$ cat config.mk
export PLATFORM = sky130hd
export DESIGN_NAME = josephus_survivor_flat
export DESIGN_NICKNAME = d
export VERILOG_FILES = /design/src/design/jos_pkg.sv /design/src/design/jos_if.sv /design/src/design/jos_map_ram.sv /design/src/design/jos_mod_unit.sv /design/src/design/josephus_survivor.sv /design/src/flat_wrapper.sv
export SDC_FILE = /design/constraint.sdc
export NUM_CORES = 2
export LEC_CHECK = 0
export ABC_AREA = 1
export CORE_MARGIN = 3
export CORE_UTILIZATION = 55
export CTS_BUF_LIST = sky130_fd_sc_hd__clkbuf_4 sky130_fd_sc_hd__clkbuf_8
export DETAILED_ROUTE_END_ITERATION = 10
export DONT_BUFFER_PORTS = 1
export GPL_ROUTABILITY_DRIVEN = 1
export PLACE_DENSITY = 0.7
export SLEW_MARGIN = 20
export SYNTH_ARGS = -nofsm -noshare
export SYNTH_HDL_FRONTEND = slang
export SYNTH_SLANG_ARGS = --single-unit
$ cat constraint.sdc
create_clock -name clk -period 9.07 [get_ports clk]
set_input_delay 0 -clock clk [delete_from_list [all_inputs] [get_ports clk]]
set_output_delay 0 -clock clk [all_outputs]
set_load 0.1 [all_outputs]
$ cat src/design/jos_pkg.sv
// ----------------------------------------------------------------------------
// jos_pkg: shared types and constants for the Josephus survivor block
// Sizes of the alive bitmap, field widths, status codes, FSM states and the
// bitmap memory request.
// ----------------------------------------------------------------------------
package jos_pkg;

  localparam int MAX_MEMBERS = 1024;
  localparam int WORD_BITS   = 32;
  localparam int NUM_WORDS   = MAX_MEMBERS / WORD_BITS;
  localparam int ADDR_W      = $clog2(NUM_WORDS);
  localparam int BIT_W       = $clog2(WORD_BITS);
  localparam int CNT_W       = $clog2(WORD_BITS + 1);
  localparam int LVL_W       = $clog2(BIT_W);

  localparam int SIZE_W      = 11;
  localparam int STEP_W      = 16;
  localparam int STATUS_W    = 2;
  localparam int DIV_CNT_W   = $clog2(STEP_W);

  localparam logic [STATUS_W-1:0] STATUS_OK        = STATUS_W'(0);
  localparam logic [STATUS_W-1:0] STATUS_EMPTY     = STATUS_W'(1);
  localparam logic [STATUS_W-1:0] STATUS_ZERO_STEP = STATUS_W'(2);

  typedef enum logic [2:0] {
    S_IDLE,
    S_FILL,
    S_NEXT,
    S_DIV,
    S_SCAN,
    S_PICK,
    S_CLEAR,
    S_DONE
  } jos_state_t;

  typedef struct packed {
    logic                 wr_en;
    logic [ADDR_W-1:0]    addr;
    logic [WORD_BITS-1:0] wr_data;
  } jos_mem_req_t;

endpackage

$ cat src/design/jos_if.sv
// ----------------------------------------------------------------------------
// jos_if: valid/ready channels of the Josephus survivor block
// Request channel carries circle size and step count, result channel carries
// the survivor number and status.
// ----------------------------------------------------------------------------
interface jos_req_if import jos_pkg::*; ();
  logic              valid;
  logic              ready;
  logic [SIZE_W-1:0] circle_size;
  logic [STEP_W-1:0] step_count;

  modport source (output valid, output circle_size, output step_count, input ready);
  modport sink   (input valid, input circle_size, input step_count, output ready);
endinterface

interface jos_res_if import jos_pkg::*; ();
  logic                valid;
  logic                ready;
  logic [SIZE_W-1:0]   survivor_number;
  logic [STATUS_W-1:0] status;

  modport source (output valid, output survivor_number, output status, input ready);
  modport sink   (input valid, input survivor_number, input status, output ready);
endinterface

$ cat src/design/jos_map_ram.sv
// ----------------------------------------------------------------------------
// jos_map_ram: alive bitmap storage
// One word of members per entry, single port, registered read data.
// ----------------------------------------------------------------------------
module jos_map_ram import jos_pkg::*; (
  input  logic                 clk,
  input  jos_mem_req_t         req,
  output logic [WORD_BITS-1:0] rd_data
);

  logic [WORD_BITS-1:0] mem [NUM_WORDS];

  always_ff @(posedge clk) begin
    if (req.wr_en) begin
      mem[req.addr] <= req.wr_data;
    end
    rd_data <= mem[req.addr];
  end

endmodule

$ cat src/design/jos_mod_unit.sv
// ----------------------------------------------------------------------------
// jos_mod_unit: iterative remainder unit
// Restoring division, one dividend bit per cycle; pulses done with the
// remainder of dividend by divisor.
// ----------------------------------------------------------------------------
module jos_mod_unit import jos_pkg::*; (
  input  logic              clk,
  input  logic              rst,
  input  logic              start,
  input  logic [STEP_W-1:0] dividend,
  input  logic [SIZE_W-1:0] divisor,
  output logic              done,
  output logic [SIZE_W-1:0] remainder
);

  logic                 busy;
  logic [DIV_CNT_W-1:0] cnt;
  logic [STEP_W-1:0]    dvd;
  logic [SIZE_W-1:0]    dvs;
  logic [SIZE_W-1:0]    part;
  logic [SIZE_W:0]      trial;

  // shift the next dividend bit into the partial remainder
  assign trial     = {part, dvd[STEP_W-1]};
  assign remainder = part;

  always_ff @(posedge clk) begin
    if (rst) begin
      busy <= 1'b0;
      done <= 1'b0;
      cnt  <= '0;
    end else begin
      done <= 1'b0;
      if (start) begin
        busy <= 1'b1;
        cnt  <= DIV_CNT_W'(STEP_W - 1);
        dvd  <= dividend;
        dvs  <= divisor;
        part <= '0;
      end else if (busy) begin
        if (trial >= {1'b0, dvs}) begin
          part <= SIZE_W'(trial - {1'b0, dvs});
        end else begin
          part <= SIZE_W'(trial);
        end
        dvd <= dvd << 1;
        cnt <= cnt - DIV_CNT_W'(1);
        if (cnt == '0) begin
          busy <= 1'b0;
          done <= 1'b1;
        end
      end
    end
  end

endmodule

$ cat src/design/josephus_survivor.sv
// ----------------------------------------------------------------------------
// josephus_survivor: last member standing in a Josephus circle
// An empty circle, a zero step or a circle of one goes straight to the result.
// Otherwise the bitmap is filled, then each elimination runs the remainder
// unit, reads the bitmap one word at a time up to the word of the target,
// picks the bit in that word and writes the word back; one more search ends.
// Throughput: one item at a time. Reset (rst, synchronous) clears control only.
// ----------------------------------------------------------------------------
module josephus_survivor import jos_pkg::*; (
  input logic      clk,
  input logic      rst,
  jos_req_if.sink  request,
  jos_res_if.source result
);

  // Members are kept as an alive bitmap in memory. The walk is tracked by
  // rank: s is the rank (among members still present) of the member where
  // counting starts. The leaving member has rank t = (s + (M-1) mod rem) mod
  // rem; the next count starts at the member that inherits rank t, or at
  // rank 0 when the last-ranked member left.

  jos_state_t state, state_next;

  logic [SIZE_W-1:0]    size_q;
  logic [STEP_W-1:0]    step_q;
  logic [SIZE_W-1:0]    rem;
  logic [SIZE_W-1:0]    s_rank;
  logic [SIZE_W-1:0]    t_rank;
  logic [ADDR_W-1:0]    fill_addr;
  logic [ADDR_W-1:0]    scan_addr;
  logic [ADDR_W-1:0]    rd_word;
  logic                 rd_pending;
  logic [SIZE_W-1:0]    acc;
  logic [WORD_BITS-1:0] word_data;
  logic [WORD_BITS-1:0] win;
  logic [ADDR_W-1:0]    word_sel;
  logic [BIT_W-1:0]     bit_pos;
  logic [BIT_W-1:0]     local_rank;
  logic [LVL_W-1:0]     lvl;

  logic                 res_valid;
  logic [SIZE_W-1:0]    res_survivor;
  logic [STATUS_W-1:0]  res_status;
  logic [SIZE_W-1:0]    done_survivor;
  logic [STATUS_W-1:0]  done_status;

  // outcome of the item in progress, held apart from the result register
  logic [SIZE_W-1:0]    fin_survivor;
  logic [STATUS_W-1:0]  fin_status;

  jos_mem_req_t         mem_req;
  logic [WORD_BITS-1:0] rd_data;
  logic                 div_start;
  logic                 div_done;
  logic [SIZE_W-1:0]    div_rem;

  logic [SIZE_W-1:0]    size_sat;
  logic                 accept;
  logic                 out_free;

  // bitmap fill mask
  logic [SIZE_W-1:0]    fill_base;
  logic                 fill_full;
  logic                 fill_none;
  logic [BIT_W-1:0]     fill_part;
  logic [WORD_BITS-1:0] fill_mask;

  // word scan
  logic [CNT_W-1:0]     word_pc;
  logic [SIZE_W:0]      acc_sum;
  logic                 hit;

  // bit pick
  logic [BIT_W-1:0]     half;
  logic [WORD_BITS-1:0] low_mask;
  logic [CNT_W-1:0]     low_pc;

  // rank of the leaving member
  logic [SIZE_W-1:0]    t_sum;
  logic [SIZE_W-1:0]    t_calc;

  jos_map_ram u_map (
    .clk     (clk),
    .req     (mem_req),
    .rd_data (rd_data)
  );

  jos_mod_unit u_mod (
    .clk       (clk),
    .rst       (rst),
    .start     (div_start),
    .dividend  (step_q - STEP_W'(1)),
    .divisor   (rem),
    .done      (div_done),
    .remainder (div_rem)
  );

  assign size_sat = (request.circle_size > SIZE_W'(MAX_MEMBERS)) ?
                    SIZE_W'(MAX_MEMBERS) : request.circle_size;
  assign accept   = request.valid && request.ready;
  assign out_free = !res_valid || result.ready;

  assign result.valid           = res_valid;
  assign result.survivor_number = res_survivor;
  assign result.status          = res_status;

  // Set bits for members below the circle size, clear the rest.
  assign fill_base = SIZE_W'({fill_addr, {BIT_W{1'b0}}});
  assign fill_full = {1'b0, size_q} >= ({1'b0, fill_base} + (SIZE_W + 1)'(WORD_BITS));
  assign fill_none = size_q <= fill_base;
  assign fill_part = BIT_W'(size_q - fill_base);
  assign fill_mask = fill_full ? {WORD_BITS{1'b1}} :
                     fill_none ? {WORD_BITS{1'b0}} :
                     ~({WORD_BITS{1'b1}} << fill_part);

  // The target lies in the word where the running count passes t.
  assign word_pc = CNT_W'($countones(rd_data));
  assign acc_sum = {1'b0, acc} + (SIZE_W + 1)'(word_pc);
  assign hit     = acc_sum > {1'b0, t_rank};

  // Halve the window each cycle, following the half that holds the rank.
  assign half     = BIT_W'((WORD_BITS / 2) >> lvl);
  assign low_mask = ~({WORD_BITS{1'b1}} << half);
  assign low_pc   = CNT_W'($countones(win & low_mask));

  // s < rem and the remainder < rem, so one subtract wraps the sum.
  assign t_sum  = s_rank + div_rem;
  assign t_calc = (t_sum >= rem) ? (t_sum - rem) : t_sum;

  // Immediate results straight from the request.
  always_comb begin
    done_survivor = '0;
    done_status   = STATUS_OK;
    if (size_sat == '0) begin
      done_status = STATUS_EMPTY;
    end else if (request.step_count == '0) begin
      done_status = STATUS_ZERO_STEP;
    end else begin
      done_survivor = SIZE_W'(1);
    end
  end

  // Next state.
  always_comb begin
    state_next = state;
    case (state)
      S_IDLE: begin
        if (request.valid) begin
          if (size_sat inside {SIZE_W'(0), SIZE_W'(1)} || request.step_count == '0) begin
            state_next = S_DONE;
          end else begin
            state_next = S_FILL;
          end
        end
      end
      S_FILL: begin
        if (fill_addr == ADDR_W'(NUM_WORDS - 1)) begin
          state_next = S_NEXT;
        end
      end
      S_NEXT: begin
        state_next = (rem == SIZE_W'(1)) ? S_SCAN : S_DIV;
      end
      S_DIV: begin
        if (div_done) begin
          state_next = S_SCAN;
        end
      end
      S_SCAN: begin
        if (rd_pending && hit) begin
          state_next = S_PICK;
        end
      end
      S_PICK: begin
        if (lvl == LVL_W'(BIT_W - 1)) begin
          state_next = S_CLEAR;
        end
      end
      S_CLEAR: begin
        state_next = (rem == SIZE_W'(1)) ? S_DONE : S_NEXT;
      end
      S_DONE: begin
        if (out_free) begin
          state_next = S_IDLE;
        end
      end
      default: begin
        state_next = S_IDLE;
      end
    endcase
  end

  // Outputs: request handshake, divider start, bitmap port.
  always_comb begin
    request.ready   = 1'b0;
    div_start       = 1'b0;
    mem_req.wr_en   = 1'b0;
    mem_req.addr    = scan_addr;
    mem_req.wr_data = fill_mask;
    case (state)
      S_IDLE: begin
        request.ready = 1'b1;
      end
      S_FILL: begin
        mem_req.wr_en = 1'b1;
        mem_req.addr  = fill_addr;
      end
      S_NEXT: begin
        div_start = (rem != SIZE_W'(1));
      end
      S_CLEAR: begin
        // drop the leaving member; the survivor itself stays
        if (rem != SIZE_W'(1)) begin
          mem_req.wr_en   = 1'b1;
          mem_req.addr    = word_sel;
          mem_req.wr_data = word_data & ~(WORD_BITS'(1) << bit_pos);
        end
      end
      default: begin
      end
    endcase
  end

  always_ff @(posedge clk) begin
    if (rst) begin
      state     <= S_IDLE;
      res_valid <= 1'b0;
      fill_addr <= '0;
    end else begin
      state <= state_next;
      // load a new result when the register frees up, else drop a taken one
      if (state == S_DONE && out_free) begin
        res_valid <= 1'b1;
      end else if (result.ready) begin
        res_valid <= 1'b0;
      end
      case (state)
        S_IDLE: begin
          if (accept) begin
            size_q       <= size_sat;
            step_q       <= request.step_count;
            rem          <= size_sat;
            s_rank       <= '0;
            fill_addr    <= '0;
            fin_survivor <= done_survivor;
            fin_status   <= done_status;
          end
        end
        S_FILL: begin
          fill_addr <= fill_addr + ADDR_W'(1);
        end
        S_NEXT: begin
          // last member left: search for rank zero
          t_rank     <= '0;
          scan_addr  <= '0;
          rd_pending <= 1'b0;
          acc        <= '0;
        end
        S_DIV: begin
          t_rank <= t_calc;
        end
        S_SCAN: begin
          scan_addr  <= scan_addr + ADDR_W'(1);
          rd_word    <= scan_addr;
          rd_pending <= 1'b1;
          if (rd_pending) begin
            if (hit) begin
              word_data  <= rd_data;
              win        <= rd_data;
              word_sel   <= rd_word;
              local_rank <= BIT_W'(t_rank - acc);
              bit_pos    <= '0;
              lvl        <= '0;
            end else begin
              acc <= SIZE_W'(acc_sum);
            end
          end
        end
        S_PICK: begin
          lvl <= lvl + LVL_W'(1);
          if ({1'b0, local_rank} < low_pc) begin
            win <= win & low_mask;
          end else begin
            win        <= win >> half;
            local_rank <= BIT_W'(local_rank - low_pc);
            bit_pos    <= bit_pos + half;
          end
        end
        S_CLEAR: begin
          if (rem == SIZE_W'(1)) begin
            fin_survivor <= SIZE_W'({word_sel, bit_pos}) + SIZE_W'(1);
            fin_status   <= STATUS_OK;
          end else begin
            rem    <= rem - SIZE_W'(1);
            s_rank <= (t_rank == rem - SIZE_W'(1)) ? '0 : t_rank;
          end
        end
        S_DONE: begin
          // hand the outcome over once the result register is free
          if (out_free) begin
            res_survivor <= fin_survivor;
            res_status   <= fin_status;
          end
        end
        default: begin
        end
      endcase
    end
  end

  // one item at a time: an accepted request closes the input at once
  a_single_item: assert property (@(posedge clk) disable iff (rst)
    accept |=> !request.ready)
    else $error("request accepted while an item is in progress");

  // the bitmap is written only while filling or removing a member
  a_write_phase: assert property (@(posedge clk) disable iff (rst)
    mem_req.wr_en |-> (state == S_FILL || state == S_CLEAR))
    else $error("bitmap written outside fill or clear");

  // the remainder unit only finishes while its result is awaited
  a_div_done: assert property (@(posedge clk) disable iff (rst)
    div_done |-> state == S_DIV)
    else $error("remainder done outside divide phase");

  // a good result always names a member
  a_ok_nonzero: assert property (@(posedge clk) disable iff (rst)
    (res_valid && res_status == STATUS_OK) |-> res_survivor != '0)
    else $error("ok status with survivor zero");

endmodule
$ cat src/flat_wrapper.sv
// flat-port wrapper written by rule: the top's interface ports become plain ports
module josephus_survivor_flat import jos_pkg::*;
  (clk, rst, request_valid, request_circle_size, request_step_count, request_ready, result_valid, result_survivor_number, result_status, result_ready);
  jos_req_if request_i ();
  jos_res_if result_i ();
  input logic clk;
  input logic rst;
  input wire logic [$bits(request_i.valid)-1:0] request_valid;
  input wire logic [$bits(request_i.circle_size)-1:0] request_circle_size;
  input wire logic [$bits(request_i.step_count)-1:0] request_step_count;
  output wire logic [$bits(request_i.ready)-1:0] request_ready;
  output wire logic [$bits(result_i.valid)-1:0] result_valid;
  output wire logic [$bits(result_i.survivor_number)-1:0] result_survivor_number;
  output wire logic [$bits(result_i.status)-1:0] result_status;
  input wire logic [$bits(result_i.ready)-1:0] result_ready;
  assign request_i.valid = request_valid;
  assign request_i.circle_size = request_circle_size;
  assign request_i.step_count = request_step_count;
  assign request_ready = request_i.ready;
  assign result_valid = result_i.valid;
  assign result_survivor_number = result_i.survivor_number;
  assign result_status = result_i.status;
  assign result_i.ready = result_ready;
  josephus_survivor u_core (.clk(clk), .rst(rst), .request(request_i), .result(result_i));
endmodule
==> results.toml <==
[run_status]
status = "complete, no violations"

[timing]
report.final.slew_viol_count = 0
worst_slew_margin_rel_pct = 25.7
timing_hold_violations_final = 0
finalWorstPathRequiredPeriod_ps = 8060
achievable-frequency_mhz = 124
grt_setup_unrepaired = "false"
tns_ps = 0
setup-violations-final = 0
fin_worst_skew_ps = 44.3
timing_worst_slew_pin_value_ps = 1110
final.period_utilization_pct = 88.9
fin_worst_hold_slack_ps = 181

[placed_design]
routabilityCongestion = 0.917
postPlaceCellArea_um2 = 63500
portBuffers = 0
dp_hpwl_um = 103000

[global_routing]
grt_max_degree = 212
grt_first_pass_wirelength_um = 266000
first_global_vias = 43126
grt.overflow.total = 0
antenna_found_initial = 13
grt_util_all_layers_pct = 30.1

[cts]
clock_path_buffers = 3
cts_setup_buffers = 0
tritoncts = "built"
tritoncts_num_sinks = 1299
worst_skew_pair.late_latency_ps = 890
numCtsBuffers = 207
cts.reportedPaths.clkPinSlew_ps = 70
cts.root.buffer_cell = "sky130_fd_sc_hd__clkbuf_8"
cts.htree.levels = 4

[finish]
nets = 6583
share_of_cells_above_drive_strength_1_pct = 8.20
post-route-cell-area_um2 = 68400
area_growth_from_synthesis_to_layout_pct = 10.3

[critical_path]
timing.setup.critical_path_class = "reg2reg"
worst_reg_to_reg_path_cell_count = 32
worst_ep_arrival_time_ps = 8670
crit_path_start = "u_core.lvl[1]$_SDFFCE_PN0P_"
critPathSlowestCell = "sky130_fd_sc_hd__fa_1"
worstReg2RegStart = "u_core.lvl[1]$_SDFFCE_PN0P_"
slowest_delay_ps = 550
worst_setup_path_end_kind = "register"
cp-endpoint = "u_core.win[22]$_DFFE_PP_"
cp_common_cell = "sky130_fd_sc_hd__inv_1"
timing.critical_path.from_type = "register"
critical_path_required_ps = 9680
end_of_the_worst_register_to_register_path = "u_core.win[22]$_DFFE_PP_"
worst-path-max-fanout = 21
worst_case_register_to_register_setup_slack_ps = 1010

[pwr]
power_share_of_the_sequential_group_pct = 26.5
power_switching_share_pct = 45.7
switching_power_mw = 13.2
vdd_drop_max_uv = 1330
power_leakage_nw = 28.2
design_power_total_mw = 28.8
power_density_nw_per_um2 = 421
combinational_power_share_pct = 55.6
clock_power_share_pct = 17.9
power_report.internal_total_mw = 15.6

[synth]
synth_warnings = 0
synth.distinct_cells = 57
synth_most_common_cell = "sky130_fd_sc_hd__nand2_1"
yosys_most_used_dff = "sky130_fd_sc_hd__edfxtp_1"
synth_commonest_cells = "sky130_fd_sc_hd__nand2_1, sky130_fd_sc_hd__edfxtp_1, sky130_fd_sc_hd__nand3_1"
synth_area_leader_cell = "sky130_fd_sc_hd__edfxtp_1"
synth-edff-count = 1252
yosys_top_cell_area_share_pct = 60.6
synth_async_sr_flop_share_pct = 0
ys_top_cells_by_area = "sky130_fd_sc_hd__edfxtp_1, sky130_fd_sc_hd__nand2_1, sky130_fd_sc_hd__nand3_1, sky130_fd_sc_hd__ha_1, sky130_fd_sc_hd__inv_1"
average_footprint_of_a_synthesized_cell_um2 = 9.86
post_synth_instance_area_um2 = 62000
yosysSeqAreaShare_pct = 62.1
synth_nets = 6519
netlist_instances = 6291
post_synthesis_sequential_element_count = 1299

[die]
die_x_um = 342
core_region_area_um2 = 111000
core.rowCount = 122
die_height_um = 342
die-area_um2 = 117000
boundaryPins = 46
initial_core_util_pct = 55.7

[route]
drc = 0
vias = 45422
postRouteWirelength_um = 177000
route.detailed.vias_per_inst = 5.66
1st_pass_router_iterations = 9
wl_per_cell_um = 22.1
route.antenna.remaining_nets = 0
initial_drc_count = 5155

[job]
maxCapViolations = 0

[worst_hold_path]
timing.hold.worst.class = "in2reg"
-- stage by stage --
stage | setup WS, ps | cells | util [%]
floorplan | 1000 | 6291 | -
global placement | 1200 | 7568 | 57.1
detailed placement | 1130 | 7568 | 57.1
CTS | 1090 | 8014 | 61.5
global route | 524 | 8021 | 61.5
finish | 1010 | 8022 | 61.5
-- cells in the final DEF, fill, tap and decap left out, types with 7 or more instances in the layout --
cell                            instances
sky130_fd_sc_hd__edfxtp_1            1252
sky130_fd_sc_hd__buf_4                 98
sky130_fd_sc_hd__a21oi_1              102
sky130_fd_sc_hd__nand4_1               15
sky130_fd_sc_hd__o2111ai_1              8
sky130_fd_sc_hd__fa_1                  58
sky130_fd_sc_hd__xnor2_1               23
sky130_fd_sc_hd__a31oi_1               12
sky130_fd_sc_hd__or2_2                 14
sky130_fd_sc_hd__o21ai_0              197
sky130_fd_sc_hd__inv_2                 11
sky130_fd_sc_hd__nor2_1               233
sky130_fd_sc_hd__clkinv_2              24
sky130_fd_sc_hd__clkbuf_4              60
sky130_fd_sc_hd__inv_1                349
sky130_fd_sc_hd__nor4_1                 9
sky130_fd_sc_hd__clkinvlp_4             7
sky130_fd_sc_hd__nor2_4                42
sky130_fd_sc_hd__a22oi_1                8
sky130_fd_sc_hd__clkbuf_8             219
sky130_fd_sc_hd__nor2_2                 8
sky130_fd_sc_hd__nor3_1                42
sky130_fd_sc_hd__nand2_1             2643
sky130_fd_sc_hd__ha_1                 139
sky130_fd_sc_hd__dlygate4sd3_1         66
sky130_fd_sc_hd__diode_2                8
sky130_fd_sc_hd__dfxtp_1               47
sky130_fd_sc_hd__nand3_1              618
sky130_fd_sc_hd__o21a_1                 7
sky130_fd_sc_hd__o211ai_1              13
sky130_fd_sc_hd__xor2_1                49
sky130_fd_sc_hd__bufinv_16              9
sky130_fd_sc_hd__clkinv_1              59
-- power by group through the flow --
stage	Clock (mW)	Combinational [mW]	Sequential (mW)
after floorplan	0	12.4	7.65
after global placement	0	15.7	7.73
after detailed placement	0	15.9	7.75
after CTS	5.19	16.0	7.63
after global routing	5.49	18.0	7.66
final	5.14	16.0	7.63
-- sequential cells by signal, indices dropped and copies added (netlist names), 11 cells and up --
register,flops
u_core.u_map.mem,1024
u_core.u_map.rd_data,32
u_core.win,32
u_core.fin_survivor,11
u_core.u_mod.dvd,16
u_core.result.survivor_number,11
u_core.word_data,32
u_core.acc,11
u_core.u_mod.remainder,11
u_core.step_q,16
u_core.rem,11
u_core.size_q,11
u_core.s_rank,11
u_core.u_mod.dvs,11
u_core.t_rank,11
-- area by class of cell --
type,instances,area [um^2]
antenna,8,20.0
fill,9032,42900
tap,1488,1860
inverter,370,1400
clock inverter,101,754
multi-input combinational,4309,20900
clock buffer,279,3460
timing repair buffer,168,1480
sequential,1299,38500
-- layer usage --
metal / vias to the layer above / routed length (um) / part of all wire (%) / track usage (%)
li1: 21161 / - / - / -
met1: 21579 / 71200 / 40 / 41.1
met2: 2262 / 82700 / 47 / 47.5
met3: 412 / 16600 / 9.4 / 6.41
met4: 8 / 6740 / 3.8 / 12.0
met5: - / 55 / 0.031 / 0
-- cells by family after synthesis --
logic type	synth area share (%)
and+or+nand+nor	23.9
DFF	62.1
buffers and inverters	4.71
AOI/OAI and AO/OA	3.53
adders and majority gates	4.68
xor gates and xnor gates	1.02
muxes	0.0645
other	0.00605
-- repair_timing --
action                                 in CTS  in global routing
gates resized for setup                     0                  0
setup endpoints to repair                   0                  0
endpoints found under the hold margin     241                  0
hold buffers                               66                  0
-- worst min-delay path by stage --
stage	startpoint	slack [ps]	to	cells after the start
CTS	request_circle_size[0]	80	u_core.size_q[0]$_DFFE_PP_	3
global route	request_circle_size[0]	120	u_core.size_q[0]$_DFFE_PP_	3
finish	request_circle_size[0]	180	u_core.size_q[0]$_DFFE_PP_	3
floorplan	request_step_count[0]	100	u_core.step_q[0]$_DFFE_PP_	0
detailed placement	rst	80	u_core.fill_addr[3]$_SDFFE_PP0P_	1
global placement	rst	80	u_core.fill_addr[3]$_SDFFE_PP0P_	1
-- worst max-delay path, delay by kind of cell, from the launching register on --
kind | cells | cell delay, ps
AO/OA/AOI/OAI | 4 | 870
adder cells (fa/ha/maj) | 10 | 3970
buffers and inverters | 10 | 1260
flip-flops | 1 | 460
AND/OR/NAND/NOR | 8 | 1220
(Power assumes the default switching activity.)
